### src/sv/rtcodt_pkg.sv
// ----------------------------------------------------------------------------
// rtcodt_pkg
// Shared types, codes and constants of the one-shot delay timer.
// ----------------------------------------------------------------------------
package rtcodt_pkg;

  // Default counter width
  localparam int COUNTER_BITS_DEF = 24;

  // Fixed field widths
  localparam int CMD_W       = 2;
  localparam int DELAY_W     = 32;
  localparam int STATUS_W    = 2;
  localparam int COUNT_OUT_W = 24;
  localparam int MIN_TICKS_W = 8;
  localparam int CFG_IDX_W   = 1;
  localparam int CFG_DATA_W  = 8;

  localparam logic [MIN_TICKS_W-1:0] MIN_TICKS_RST = 8'd3;

  // Tick rate and microseconds per second
  localparam longint unsigned TICK_HZ  = 64'd32768;
  localparam longint unsigned US_PER_S = 64'd1000000;

  // ticks = floor(us * 512 / 15625) = (us * RECIP_M) >> RECIP_SHIFT, exact for 32-bit us
  localparam int RECIP_W     = 42;
  localparam int RECIP_LO_W  = 21;
  localparam int RECIP_HI_W  = RECIP_W - RECIP_LO_W;
  localparam int RECIP_SHIFT = 46;
  localparam int QUOT_W      = 28;
  localparam logic [RECIP_W-1:0]    RECIP_M    = 42'd2305843009214;
  localparam logic [RECIP_LO_W-1:0] RECIP_M_LO = RECIP_M[RECIP_LO_W-1:0];
  localparam logic [RECIP_HI_W-1:0] RECIP_M_HI = RECIP_M[RECIP_W-1:RECIP_LO_W];

  typedef enum logic [CMD_W-1:0] {
    CMD_TICK    = 2'd0,
    CMD_TRIGGER = 2'd1,
    CMD_CANCEL  = 2'd2,
    CMD_REPLY   = 2'd3
  } cmd_t;

  typedef enum logic [STATUS_W-1:0] {
    ST_OK        = 2'd0,
    ST_NOT_INIT  = 2'd1,
    ST_PARAM_ERR = 2'd2,
    ST_NOT_TRIG  = 2'd3
  } status_t;

  // Register indexes
  localparam logic [CFG_IDX_W-1:0] REG_BLOCK_ENABLED = 1'd0;
  localparam logic [CFG_IDX_W-1:0] REG_MIN_TICKS     = 1'd1;

  // Decoded command flags handed from the conversion pipe to the core
  typedef struct packed {
    cmd_t command;
    logic handler_present;
    logic trig_ok;
    logic reply_ok;
  } conv_ctl_t;

endpackage

### src/sv/rtcodt_if.sv
// ----------------------------------------------------------------------------
// rtcodt_if
// Request and response channels of the one-shot delay timer.
// ----------------------------------------------------------------------------
interface rtcodt_req_if;
  import rtcodt_pkg::*;

  logic               valid;
  logic               ready;
  logic [CMD_W-1:0]   command;
  logic [DELAY_W-1:0] delay_us;
  logic               handler_present;

  modport source (output valid, command, delay_us, handler_present, input ready);
  modport sink   (input valid, command, delay_us, handler_present, output ready);
endinterface

interface rtcodt_rsp_if;
  import rtcodt_pkg::*;

  logic                   valid;
  logic                   ready;
  logic [STATUS_W-1:0]    status;
  logic                   expired;
  logic [COUNT_OUT_W-1:0] count_now;

  modport source (output valid, status, expired, count_now, input ready);
  modport sink   (input valid, status, expired, count_now, output ready);
endinterface

### src/sv/rtcodt_tick_conv.sv
// ----------------------------------------------------------------------------
// rtcodt_tick_conv
// Three-stage pipe: input register, split reciprocal multiply, tick result.
// ----------------------------------------------------------------------------
module rtcodt_tick_conv #(
  parameter int COUNTER_BITS = rtcodt_pkg::COUNTER_BITS_DEF
) (
  input  logic                                clk,
  input  logic                                rst,
  input  logic                                in_valid,
  output logic                                in_ready,
  input  logic [rtcodt_pkg::CMD_W-1:0]        command,
  input  logic [rtcodt_pkg::DELAY_W-1:0]      delay_us,
  input  logic                                handler_present,
  input  logic [rtcodt_pkg::MIN_TICKS_W-1:0]  min_ticks,
  output logic                                out_valid,
  input  logic                                out_ready,
  output rtcodt_pkg::conv_ctl_t               out_ctl,
  output logic [COUNTER_BITS-1:0]             out_ticks
);
  import rtcodt_pkg::*;

  localparam int LO_PROD_W = DELAY_W + RECIP_LO_W;
  localparam int HI_PROD_W = DELAY_W + RECIP_HI_W;
  localparam int SUM_W     = HI_PROD_W + RECIP_LO_W + 1;
  localparam longint unsigned CNT_MASK     = (64'd1 << COUNTER_BITS) - 64'd1;
  localparam longint unsigned MAX_DELAY_US = US_PER_S * (CNT_MASK / TICK_HZ);

  // stage 1: input register
  logic               v1;
  cmd_t               cmd1;
  logic [DELAY_W-1:0] us1;
  logic               hp1;

  // stage 2: partial products
  logic                 v2;
  conv_ctl_t            ctl2;
  logic [LO_PROD_W-1:0] plo2;
  logic [HI_PROD_W-1:0] phi2;

  // stage 3: ticks
  logic                    v3;
  conv_ctl_t               ctl3;
  logic [COUNTER_BITS-1:0] ticks3;

  logic en1, en2, en3;
  logic [SUM_W-1:0]        prod_sum;
  logic [QUOT_W-1:0]       quot;
  logic [31:0]             quot32;
  logic [COUNTER_BITS-1:0] ticks_raw;
  logic [COUNTER_BITS-1:0] ticks_min;
  logic [63:0]             us_wide;

  assign en3 = !v3 || out_ready;
  assign en2 = !v2 || en3;
  assign en1 = !v1 || en2;
  assign in_ready = en1;

  assign us_wide = 64'(us1);

  assign prod_sum  = SUM_W'({phi2, {RECIP_LO_W{1'b0}}}) + SUM_W'(plo2);
  assign quot      = prod_sum[RECIP_SHIFT +: QUOT_W];
  assign quot32    = 32'(quot);
  assign ticks_raw = quot32[COUNTER_BITS-1:0];
  assign ticks_min = COUNTER_BITS'(min_ticks);

  always_ff @(posedge clk) begin
    if (rst) begin
      v1 <= 1'b0;
      v2 <= 1'b0;
      v3 <= 1'b0;
    end else begin
      if (en1) v1 <= in_valid;
      if (en2) v2 <= v1;
      if (en3) v3 <= v2;
    end
  end

  always_ff @(posedge clk) begin
    if (en1) begin
      cmd1 <= cmd_t'(command);
      us1  <= delay_us;
      hp1  <= handler_present;
    end
    if (en2) begin
      ctl2.command         <= cmd1;
      ctl2.handler_present <= hp1;
      ctl2.trig_ok         <= (us_wide <= MAX_DELAY_US);
      ctl2.reply_ok        <= (us1 != '0) && (us_wide < MAX_DELAY_US);
      plo2 <= LO_PROD_W'(us1) * LO_PROD_W'(RECIP_M_LO);
      phi2 <= HI_PROD_W'(us1) * HI_PROD_W'(RECIP_M_HI);
    end
    if (en3) begin
      ctl3   <= ctl2;
      ticks3 <= (ticks_raw < ticks_min) ? ticks_min : ticks_raw;
    end
  end

  assign out_valid = v3;
  assign out_ctl   = ctl3;
  assign out_ticks = ticks3;

endmodule

### src/sv/rtcodt_core.sv
// ----------------------------------------------------------------------------
// rtcodt_core
// Timer state, command decode and the result register.
// ----------------------------------------------------------------------------
module rtcodt_core #(
  parameter int COUNTER_BITS = rtcodt_pkg::COUNTER_BITS_DEF
) (
  input  logic                                clk,
  input  logic                                rst,
  input  logic                                in_valid,
  output logic                                in_ready,
  input  rtcodt_pkg::conv_ctl_t               ctl,
  input  logic [COUNTER_BITS-1:0]             ticks,
  input  logic                                block_enabled,
  output logic                                rsp_valid,
  input  logic                                rsp_ready,
  output logic [rtcodt_pkg::STATUS_W-1:0]     status,
  output logic                                expired,
  output logic [rtcodt_pkg::COUNT_OUT_W-1:0]  count_now
);
  import rtcodt_pkg::*;

  logic [COUNTER_BITS-1:0] tick_count, tick_count_next;
  logic [COUNTER_BITS-1:0] compare_value, compare_value_next;
  logic running, running_next;
  logic event_armed, event_armed_next;
  logic handler_set, handler_set_next;

  logic                    en;
  logic                    take;
  logic [COUNTER_BITS-1:0] prog_value;
  status_t                 st;
  logic                    exp;
  logic [31:0]             count32;

  assign en       = !rsp_valid || rsp_ready;
  assign take     = in_valid && en;
  assign in_ready = en;

  assign prog_value = tick_count + ticks;

  always_comb begin
    tick_count_next    = tick_count;
    compare_value_next = compare_value;
    running_next       = running;
    event_armed_next   = event_armed;
    handler_set_next   = handler_set;
    st                 = ST_OK;
    exp                = 1'b0;
    case (ctl.command)
      CMD_TICK: begin
        if (running) begin
          tick_count_next = tick_count + COUNTER_BITS'(1);
          exp = event_armed && (tick_count_next == compare_value);
        end
      end
      CMD_TRIGGER: begin
        if (!block_enabled) begin
          st = ST_NOT_INIT;
        end else if (!ctl.trig_ok || !ctl.handler_present) begin
          st = ST_PARAM_ERR;
        end else begin
          handler_set_next   = 1'b1;
          compare_value_next = prog_value;
          running_next       = 1'b1;
          event_armed_next   = 1'b1;
        end
      end
      CMD_CANCEL: begin
        if (!handler_set) begin
          st = ST_NOT_TRIG;
        end else if (!block_enabled) begin
          st = ST_NOT_INIT;
        end else begin
          running_next     = 1'b0;
          handler_set_next = 1'b0;
        end
      end
      CMD_REPLY: begin
        if (handler_set && ctl.reply_ok) begin
          compare_value_next = prog_value;
          running_next       = running || block_enabled;
          event_armed_next   = 1'b1;
        end else begin
          event_armed_next = 1'b0;
          if (!handler_set) begin
            st = ST_NOT_TRIG;
          end else if (!block_enabled) begin
            st = ST_NOT_INIT;
          end else begin
            running_next     = 1'b0;
            handler_set_next = 1'b0;
          end
        end
      end
      default: begin
      end
    endcase
  end

  assign count32 = 32'(tick_count_next);

  always_ff @(posedge clk) begin
    if (rst) begin
      tick_count    <= '0;
      compare_value <= '0;
      running       <= 1'b0;
      event_armed   <= 1'b0;
      handler_set   <= 1'b0;
      rsp_valid     <= 1'b0;
    end else begin
      if (en) rsp_valid <= in_valid;
      if (take) begin
        tick_count    <= tick_count_next;
        compare_value <= compare_value_next;
        running       <= running_next;
        event_armed   <= event_armed_next;
        handler_set   <= handler_set_next;
      end
    end
  end

  always_ff @(posedge clk) begin
    if (take) begin
      status    <= st;
      expired   <= exp;
      count_now <= count32[COUNT_OUT_W-1:0];
    end
  end

endmodule

### src/sv/rtc_one_shot_delay_timer_unit.sv
// ----------------------------------------------------------------------------
// rtc_one_shot_delay_timer_unit
// One-shot delay timer on a tick counter, command in, one status word out.
// ----------------------------------------------------------------------------
// Usage:
//   request : one word per tick or command (tick, trigger, cancel, reply),
//             with delay_us and handler_present. Accepted on valid & ready.
//   result  : one word per request, in order: status, expired, count_now.
//   cfg     : write-only port, index 0 block_enabled, index 1 min_ticks.
//             Written while no request is in flight.
// Pipeline: four registers from request to result (input register loaded
//   on the accepting edge, split reciprocal multiply, tick sum and minimum,
//   state update into the result register).
// Throughput: 1 word per cycle unless stalled; each pipe stage and the result
//   register advance whenever the stage ahead is empty or being emptied.
// Reset: counter, compare value and flags cleared, pipe emptied,
//   block_enabled = 0, min_ticks = 3.
// Stall: a held result freezes the pipe back to request.ready; nothing
//   is dropped and the timer state only moves as results are produced.
// ----------------------------------------------------------------------------
module rtc_one_shot_delay_timer_unit #(
  parameter int COUNTER_BITS = rtcodt_pkg::COUNTER_BITS_DEF
) (
  input  logic                               clk,
  input  logic                               rst,
  input  logic                               cfg_we,
  input  logic [rtcodt_pkg::CFG_IDX_W-1:0]   cfg_index,
  input  logic [rtcodt_pkg::CFG_DATA_W-1:0]  cfg_data,
  rtcodt_req_if.sink                         request,
  rtcodt_rsp_if.source                       result
);
  import rtcodt_pkg::*;

  // Configuration registers
  logic                   block_enabled;
  logic [MIN_TICKS_W-1:0] min_ticks;

  always_ff @(posedge clk) begin
    if (rst) begin
      block_enabled <= 1'b0;
      min_ticks     <= MIN_TICKS_RST;
    end else if (cfg_we) begin
      case (cfg_index)
        REG_BLOCK_ENABLED: block_enabled <= cfg_data[0];
        REG_MIN_TICKS:     min_ticks     <= cfg_data[MIN_TICKS_W-1:0];
        default: begin
        end
      endcase
    end
  end

  // Microseconds to ticks; depends only on the word and min_ticks,
  // so it runs ahead of the state stage without hazards.
  logic                    conv_valid;
  logic                    conv_ready;
  conv_ctl_t               conv_ctl;
  logic [COUNTER_BITS-1:0] conv_ticks;

  rtcodt_tick_conv #(
    .COUNTER_BITS (COUNTER_BITS)
  ) u_conv (
    .clk             (clk),
    .rst             (rst),
    .in_valid        (request.valid),
    .in_ready        (request.ready),
    .command         (request.command),
    .delay_us        (request.delay_us),
    .handler_present (request.handler_present),
    .min_ticks       (min_ticks),
    .out_valid       (conv_valid),
    .out_ready       (conv_ready),
    .out_ctl         (conv_ctl),
    .out_ticks       (conv_ticks)
  );

  // Counter, compare and flags; the result register lives here
  rtcodt_core #(
    .COUNTER_BITS (COUNTER_BITS)
  ) u_core (
    .clk           (clk),
    .rst           (rst),
    .in_valid      (conv_valid),
    .in_ready      (conv_ready),
    .ctl           (conv_ctl),
    .ticks         (conv_ticks),
    .block_enabled (block_enabled),
    .rsp_valid     (result.valid),
    .rsp_ready     (result.ready),
    .status        (result.status),
    .expired       (result.expired),
    .count_now     (result.count_now)
  );

endmodule

### src/flat_wrapper.sv
// flat-port wrapper written by rule: the top's interface ports become plain ports
module rtc_one_shot_delay_timer_unit_flat import rtcodt_pkg::*;
#(
  parameter int COUNTER_BITS = rtcodt_pkg::COUNTER_BITS_DEF
)
  (clk, rst, cfg_we, cfg_index, cfg_data, request_valid, request_command, request_delay_us, request_handler_present, request_ready, result_valid, result_status, result_expired, result_count_now, result_ready);
  rtcodt_req_if request_i ();
  rtcodt_rsp_if result_i ();
  input  logic clk;
  input  logic rst;
  input  logic cfg_we;
  input  logic [rtcodt_pkg::CFG_IDX_W-1:0] cfg_index;
  input  logic [rtcodt_pkg::CFG_DATA_W-1:0] cfg_data;
  input wire logic [$bits(request_i.valid)-1:0] request_valid;
  input wire logic [$bits(request_i.command)-1:0] request_command;
  input wire logic [$bits(request_i.delay_us)-1:0] request_delay_us;
  input wire logic [$bits(request_i.handler_present)-1:0] request_handler_present;
  output wire logic [$bits(request_i.ready)-1:0] request_ready;
  output wire logic [$bits(result_i.valid)-1:0] result_valid;
  output wire logic [$bits(result_i.status)-1:0] result_status;
  output wire logic [$bits(result_i.expired)-1:0] result_expired;
  output wire logic [$bits(result_i.count_now)-1:0] result_count_now;
  input wire logic [$bits(result_i.ready)-1:0] result_ready;
  assign request_i.valid = request_valid;
  assign request_i.command = request_command;
  assign request_i.delay_us = request_delay_us;
  assign request_i.handler_present = request_handler_present;
  assign request_ready = request_i.ready;
  assign result_valid = result_i.valid;
  assign result_status = result_i.status;
  assign result_expired = result_i.expired;
  assign result_count_now = result_i.count_now;
  assign result_i.ready = result_ready;
  rtc_one_shot_delay_timer_unit #(.COUNTER_BITS(COUNTER_BITS)) u_core (.clk(clk), .rst(rst), .cfg_we(cfg_we), .cfg_index(cfg_index), .cfg_data(cfg_data), .request(request_i), .result(result_i));
endmodule
### config.mk
export PLATFORM = sky130hd
export DESIGN_NAME = rtc_one_shot_delay_timer_unit_flat
export DESIGN_NICKNAME = d
export VERILOG_FILES = /design/src/sv/rtcodt_pkg.sv /design/src/sv/rtcodt_if.sv /design/src/sv/rtcodt_tick_conv.sv /design/src/sv/rtcodt_core.sv /design/src/sv/rtc_one_shot_delay_timer_unit.sv /design/src/flat_wrapper.sv
export SDC_FILE = /design/constraint.sdc
export NUM_CORES = 2
export LEC_CHECK = 0
export ABC_AREA = 1
export BUFFER_PORTS_ARGS = -buffer_cell sky130_fd_sc_hd__clkbuf_2
export CAP_MARGIN = 25
export CORE_MARGIN = 5
export CORE_UTILIZATION = 58
export DETAILED_ROUTE_END_ITERATION = 7
export MAX_ROUTING_LAYER = met4
export PLACE_DENSITY = 0.78
export SYNTH_ARGS = -nofsm -noshare
export SYNTH_HDL_FRONTEND = slang
export SYNTH_SLANG_ARGS = --single-unit
### constraint.sdc
create_clock -name clk -period 7.9 [get_ports clk]
set_clock_uncertainty 0.2 [all_clocks]
set_input_delay 1.58 -clock clk [delete_from_list [all_inputs] [get_ports clk]]
set_output_delay 1.58 -clock clk [all_outputs]
set_load 0.005 [all_outputs]
* Word-level counts from Yosys, hierarchy flattened
Index checks and enable logic that the tools add are counted.
** Word-level totals
- Input port bits :: 49
- Flip-flop bits (word level) :: 261
- Output and inout bits :: 29
- Word-level logic and storage cells :: 98
** Operators by class
- Reduce and logical (&&, ||, !) cells :: 27
- Magnitude comparators :: 3
- Multiply operators :: 2
- Bitwise operators :: 1
- Eq/ne operators :: 8
- Mux-type cells :: 25
- Add/subtract/negate cells :: 3
** Operators by type and width (number)
- $mux W24 :: 5
- $add A70 B53 Y70 :: 1
- $mul A32 B20 Y52 const B :: 1
- $mul A32 B21 Y49 const B :: 1
- $pmux W24 S2 :: 1
- $le A32 B29 Y1 const B :: 1
- $lt A32 B29 Y1 const B :: 1
- $reduce_bool A32 Y1 :: 1
- $add A24 B1 Y24 const B :: 1
- $add A24 B24 Y24 :: 1
- $eq A24 B24 Y1 :: 1
- $lt A24 B8 Y1 :: 1
- $mux W1 :: 10
- $reduce_and A5 Y1 :: 2
- $mux W2 :: 4
- $mux W8 :: 1
- $ne A2 B2 Y1 const B :: 4
- $reduce_and A4 Y1 :: 2
- $logic_not A1 Y1 :: 6
- $logic_or A1 B1 Y1 :: 6
- $pmux W1 S3 :: 2
- $pmux W2 S3 :: 1
- $reduce_and A2 Y1 :: 3
- $eq A2 B2 Y1 const B :: 2
- 7 further kinds :: 10

* Longest topological paths before layout
- Depth in word-level cells :: 5
- Mapped depth :: 28
- Mapped depth without buffers :: 28

* Modules after synthesis
Synthesis repeated with hierarchy kept, for this count alone.
** Second synthesis, totals
- Cell total of the unflattened synthesis :: 4360
- Area, all modules :: 37141.9 um^2
** Modules (own cells, without submodules)
- rtcodt_tick_conv :: area an instance 31252.5 um^2, cells each 3471, instances 1, sequential area each 4564.4 um^2
- rtcodt_core :: area an instance 5560.3 um^2, cells each 847, instances 1, sequential area each 1851.8 um^2
- rtc_one_shot_delay_timer_unit :: area an instance 329.1 um^2, cells each 42, instances 1, sequential area each 180.2 um^2

* Worst setup path before layout
OpenSTA, ideal clock, no wires.
- Path kind :: reg-to-reg
- Start point :: reg u_core.u_conv.us1[10]
- End point :: reg u_core.u_conv.phi2[42], data pin
- Path buffers :: 0
- Clock period less this slack :: 6.601 ns
- Slack :: 1.299 ns
- Data required time :: 7.441 ns
- Library setup time :: 0.259 ns
- Arrival time :: 6.142 ns
- Stages on the path, launching flop included :: 26
- Cell sequence :: edfxtp_1 -> inv_1 -> ha_1 -> fa_1 -> inv_1 -> fa_1 -> inv_1 -> fa_1 -> inv_1 -> fa_1 -> inv_1 -> fa_1 -> inv_1 -> fa_1 -> inv_1 -> ha_1 -> a21oi_1 -> nor2_1 -> nor2_1 -> o21ai_0 -> or2_2 -> a21oi_1 -> o21ai_0 -> nand3_1 -> nand2_1 -> xor2_1
** Between the ends
- Word-level cells in the longest chain between the ends :: 1
** RTL lines
- start, declared :: line rtcodt_tick_conv.sv:32 : logic [DELAY_W-1:0] us1;
- start signal, assigned :: line rtcodt_tick_conv.sv:82 : us1 <= delay_us;
- $mul A32 B21 Y49 :: line rtcodt_tick_conv.sv:91 : phi2 <= HI_PROD_W'(us1) * HI_PROD_W'(RECIP_M_HI);
- end signal, assigned :: line rtcodt_tick_conv.sv:91
- end, declared :: line rtcodt_tick_conv.sv:39 : logic [HI_PROD_W-1:0] phi2;
Every way passes these cells.
A chain may end at the register's enable or synchronous reset.

* Final worst setup path
- Start point :: reg u_core.u_conv.us1[20]
- End point :: reg u_core.u_conv.plo2[52], data pin
** Between the ends
- Word-level cells in the longest chain between the ends :: 1
** RTL lines
- $mul A32 B20 Y52 :: line rtcodt_tick_conv.sv:90 : plo2 <= LO_PROD_W'(us1) * LO_PROD_W'(RECIP_M_LO);
- end signal, assigned :: line rtcodt_tick_conv.sv:90
- end, declared :: line rtcodt_tick_conv.sv:38 : logic [LO_PROD_W-1:0] plo2;
Every way passes these cells.

==> summary.txt <==
Run status
  • Outcome: finished, final reports clean

Critical path
  • Worst r2r path cells: 23
  • Critical Path RT: 8.06 ns
  • CP Capture Type: flip-flop
  • R2r setup slk: ~0.75 ns
  • Critical path fanouts, max: 9
  • Worst reg2reg path startpoint: u_core.u_conv.us1[20]$_DFFE_PP_
  • Crit Path Category: reg -> reg
  • Worst Setup EP: u_core.u_conv.plo2[52]$_DFFE_PP_
  • Worst setup startpoint: u_core.u_conv.us1[20]$_DFFE_PP_
  • CP Data Arrival Time: around 7.3 ns
  • Critical path launch point type: flip-flop
  • R2R Path End: u_core.u_conv.plo2[52]$_DFFE_PP_

Drt
  • Drt initial violations: 2633
  • Routed WL: 107000 um
  • Vias: 29100
  • DRC Markers: 0
  • Drt first pass iters: 6
  • Routed Antenna Nets: 0
  • Wirelength per Cell: approximately 20 um
  • Via-per-instance ratio: ~5.5

Global route
  • Gr usage total: a little under a third
  • Vias in the first global route: between 20000 and 30000
  • Initial antenna violation count: 0
  • First-pass GRT wire length: 168000 um
  • Congestion Overflow GR: 0
  • Largest net degree at the start of global routing: 55

Synth
  • Yosys cell types: 54
  • Mapped Cells: 4311
  • Post-synthesis mux area share: 0%
  • Warnings, synthesis: 0
  • Syn Area/Cell: between 8 and 9 sq um
  • Seq/Total Area, Yosys: between 10% and 20%
  • Commonest cells post-synth: inv_1, nand2_1, ha_1
  • Complex-gate fraction of the synthesized area: 7.62%
  • Async set-reset flop share out of synthesis: 0%
  • Synth Area in XOR/XNOR: 3.31%
  • Flops & latches, synth: 241
  • Synth Area in Simple Gates: about 14%
  • Main combinational cell family by area after synthesis: adder cells
  • Main area contributors after synthesis: fa_1, ha_1, edfxtp_1
  • Dominant synthesized flop cell: edfxtp_1
  • Number of flops mapped to enable cells by yosys: 177
  • Post-synth top area cell: fa_1
  • Syn Nets: 5411
  • Synth Area in Adders: a little under half
  • Yosys top cell area share: 26.9%
  • Post-Syn Area: between 0.03 and 0.04 sq mm
  • Most common cell in the netlist: inv_1

Die
  • IO Count: 78
  • FP Rows: 92
  • Core Region: 0.0632 sq mm
  • Die Y-Extent: roughly 260 um
  • Die W: 263 um
  • Initial Utilization: 58.7%
  • Die ar.: 0.0691 sq mm

Cells and area
  • Fin util: 63.2%
  • # fillers: 5449
  • Area grow syn2layout: 7.63%
  • Fraction of layout cells with a size suffix above 1: 5.74%
  • Antenna cells: 0
  • Post-route cell area: 0.0399 sq mm
  • Final nets: 5549

Clocking
  • Hold Buf Count CTS: 0
  • CTS Buf Count: 31
  • Root Buffer Master: clkbuf_16
  • Clock Latency Late Sink: 0.63 ns
  • Postcts setup bufs: 0
  • H-tree Lvls: 1
  • Clock-pin slew on the worst setup and hold paths: 0.06 ns
  • CTS tree: done
  • Clock buffer depth: 3
  • CTS sink cnt: 241
  • Post-cts sizing count: 0

STA
  • Measured slew at the worst slew-check pin: 0.972 ns
  • Max Freq: 0.140 GHz
  • Relative slew slack: about a third
  • Final slew viol count: 0
  • Final hold violation count: 0
  • RSZ-0062 raised after global routing: no
  • Fin crit period: 7.15 ns
  • # setup viols final: 0
  • TNS Setup: 0 ns
  • Setup ws final: roughly 0.75 ns
  • Final period utilization: 90.5%

Placed design
  • Buffers on Ports: 77
  • Pre-CTS setup slack: between 0.7 and 0.8 ns
  • RD Place Congestion: 1.01
  • DP HPWL: 93100 um
  • Area after DPL: 0.0388 sq mm

Worst hold path
  • Hold Crit Class: reg -> reg

Job
  • Maxcap violations: 0
==> metal layers <==
layer | part of all wire, % | vias to the layer above | GRT usage, %
met3 | 8.3 | 195 | 5.55
met4 | 3.4 | 0 | 8.62
met1 | 43 | 14000 | 43.3
met5 | 0 | - | -
li1 | - | 13700 | -
met2 | 46 | 1146 | 50.5
==> through the flow <==
stage | hold slack (ns) | std cells
6_report | 0.219 | 5320
5_1_grt | 0.228 | 5320
4_1_cts | 0.220 | 5320
3_5_place_dp | 0.206 | 5262
3_3_place_gp | 0.202 | 5262
2_1_floorplan | 0.200 | 4311
==> cell families (layout without fill, tap and decap cells) <==
logic type               count (synthesis)  after routing
AO/OA/AOI/OAI                          515            515
XOR/XNOR                               137            137
adder cells (fa/ha/maj)               1051           1051
buffers and inverters                 1177           1340
flip-flops                             241            241
AND/OR/NAND/NOR                       1190           1190
==> flip-flops by register name, summed over array words and instances, names as in the netlist, 2 cells and up <==
name / count
u_core.min_ticks: 8
u_core.u_conv.cmd1: 2
u_core.u_conv.ctl2: 5
u_core.u_conv.out_ctl: 5
u_core.u_conv.out_ticks: 24
u_core.u_conv.phi2: 49
u_core.u_conv.plo2: 32
u_core.u_conv.us1: 32
u_core.u_core.compare_value: 24
u_core.u_core.count_now: 24
u_core.u_core.status: 2
u_core.u_core.tick_count: 24
==> worst min-delay path by stage <==
stage,from,to,slack (ns),cells past startpoint
final,u_core.u_conv.hp1$_DFFE_PP_,u_core.u_conv.ctl2[2]$_DFFE_PP_,0.22,0
after detailed placement,u_core.u_conv.hp1$_DFFE_PP_,u_core.u_conv.ctl2[2]$_DFFE_PP_,0.21,0
after global routing,u_core.u_conv.cmd1[1]$_DFFE_PP_,u_core.u_conv.ctl2[4]$_DFFE_PP_,0.23,0
after CTS,u_core.u_conv.hp1$_DFFE_PP_,u_core.u_conv.ctl2[2]$_DFFE_PP_,0.22,0
after global placement,u_core.u_conv.cmd1[1]$_DFFE_PP_,u_core.u_conv.ctl2[4]$_DFFE_PP_,0.20,0
after floorplan,u_core.u_conv.hp1$_DFFE_PP_,u_core.u_conv.ctl2[2]$_DFFE_PP_,0.20,0
==> area by class of cell <==
type	count	area, sq um	area share (%)
clock inverters	17	216	0.542
multi-input cells	2893	26100	65.3
flip-flops and latches	241	6600	16.5
repair buffers	127	761	1.91
well taps	846	1060	2.65
clock buffers	41	865	2.17
inverters	1155	4340	10.9
==> cell usage in the layout (no fill, tap or decap), drive strengths merged, types with 12 or more instances in the layout <==
cell	netlist	final
fa	499	499
edfxtp	177	177
nor4	14	14
nor3	24	24
nand4	45	45
a31oi	36	36
nor2	316	316
a21oi	227	227
ha	552	552
dfxtp	64	64
o211ai	12	12
xnor2	50	50
nand2	647	647
inv	1153	1160
o21ai	181	181
clkbuf	20	118
nand3	110	110
o21a	14	14
buf	2	50
xor2	85	85
==> worst max-delay path: stages, from the launching register on <==
cell,delay [ns]
edfxtp_1,0.33
buf_4,0.25
inv_1,0.31
fa_1,0.61
inv_1,0.07
ha_1,0.28
inv_1,0.04
fa_1,0.48
inv_1,0.07
fa_1,0.51
fa_1,0.54
fa_1,0.50
inv_1,0.05
fa_1,0.48
inv_1,0.05
ha_1,0.36
nand2_1,0.13
nor2_1,0.21
inv_1,0.08
nor4_1,0.29
a21oi_1,0.15
o21ai_0,0.50
a31oi_1,0.17
xor2_1,0.19
Power is not shown: default switching activity piles up to over one toggle a cycle in this logic, so the estimate is an artifact.
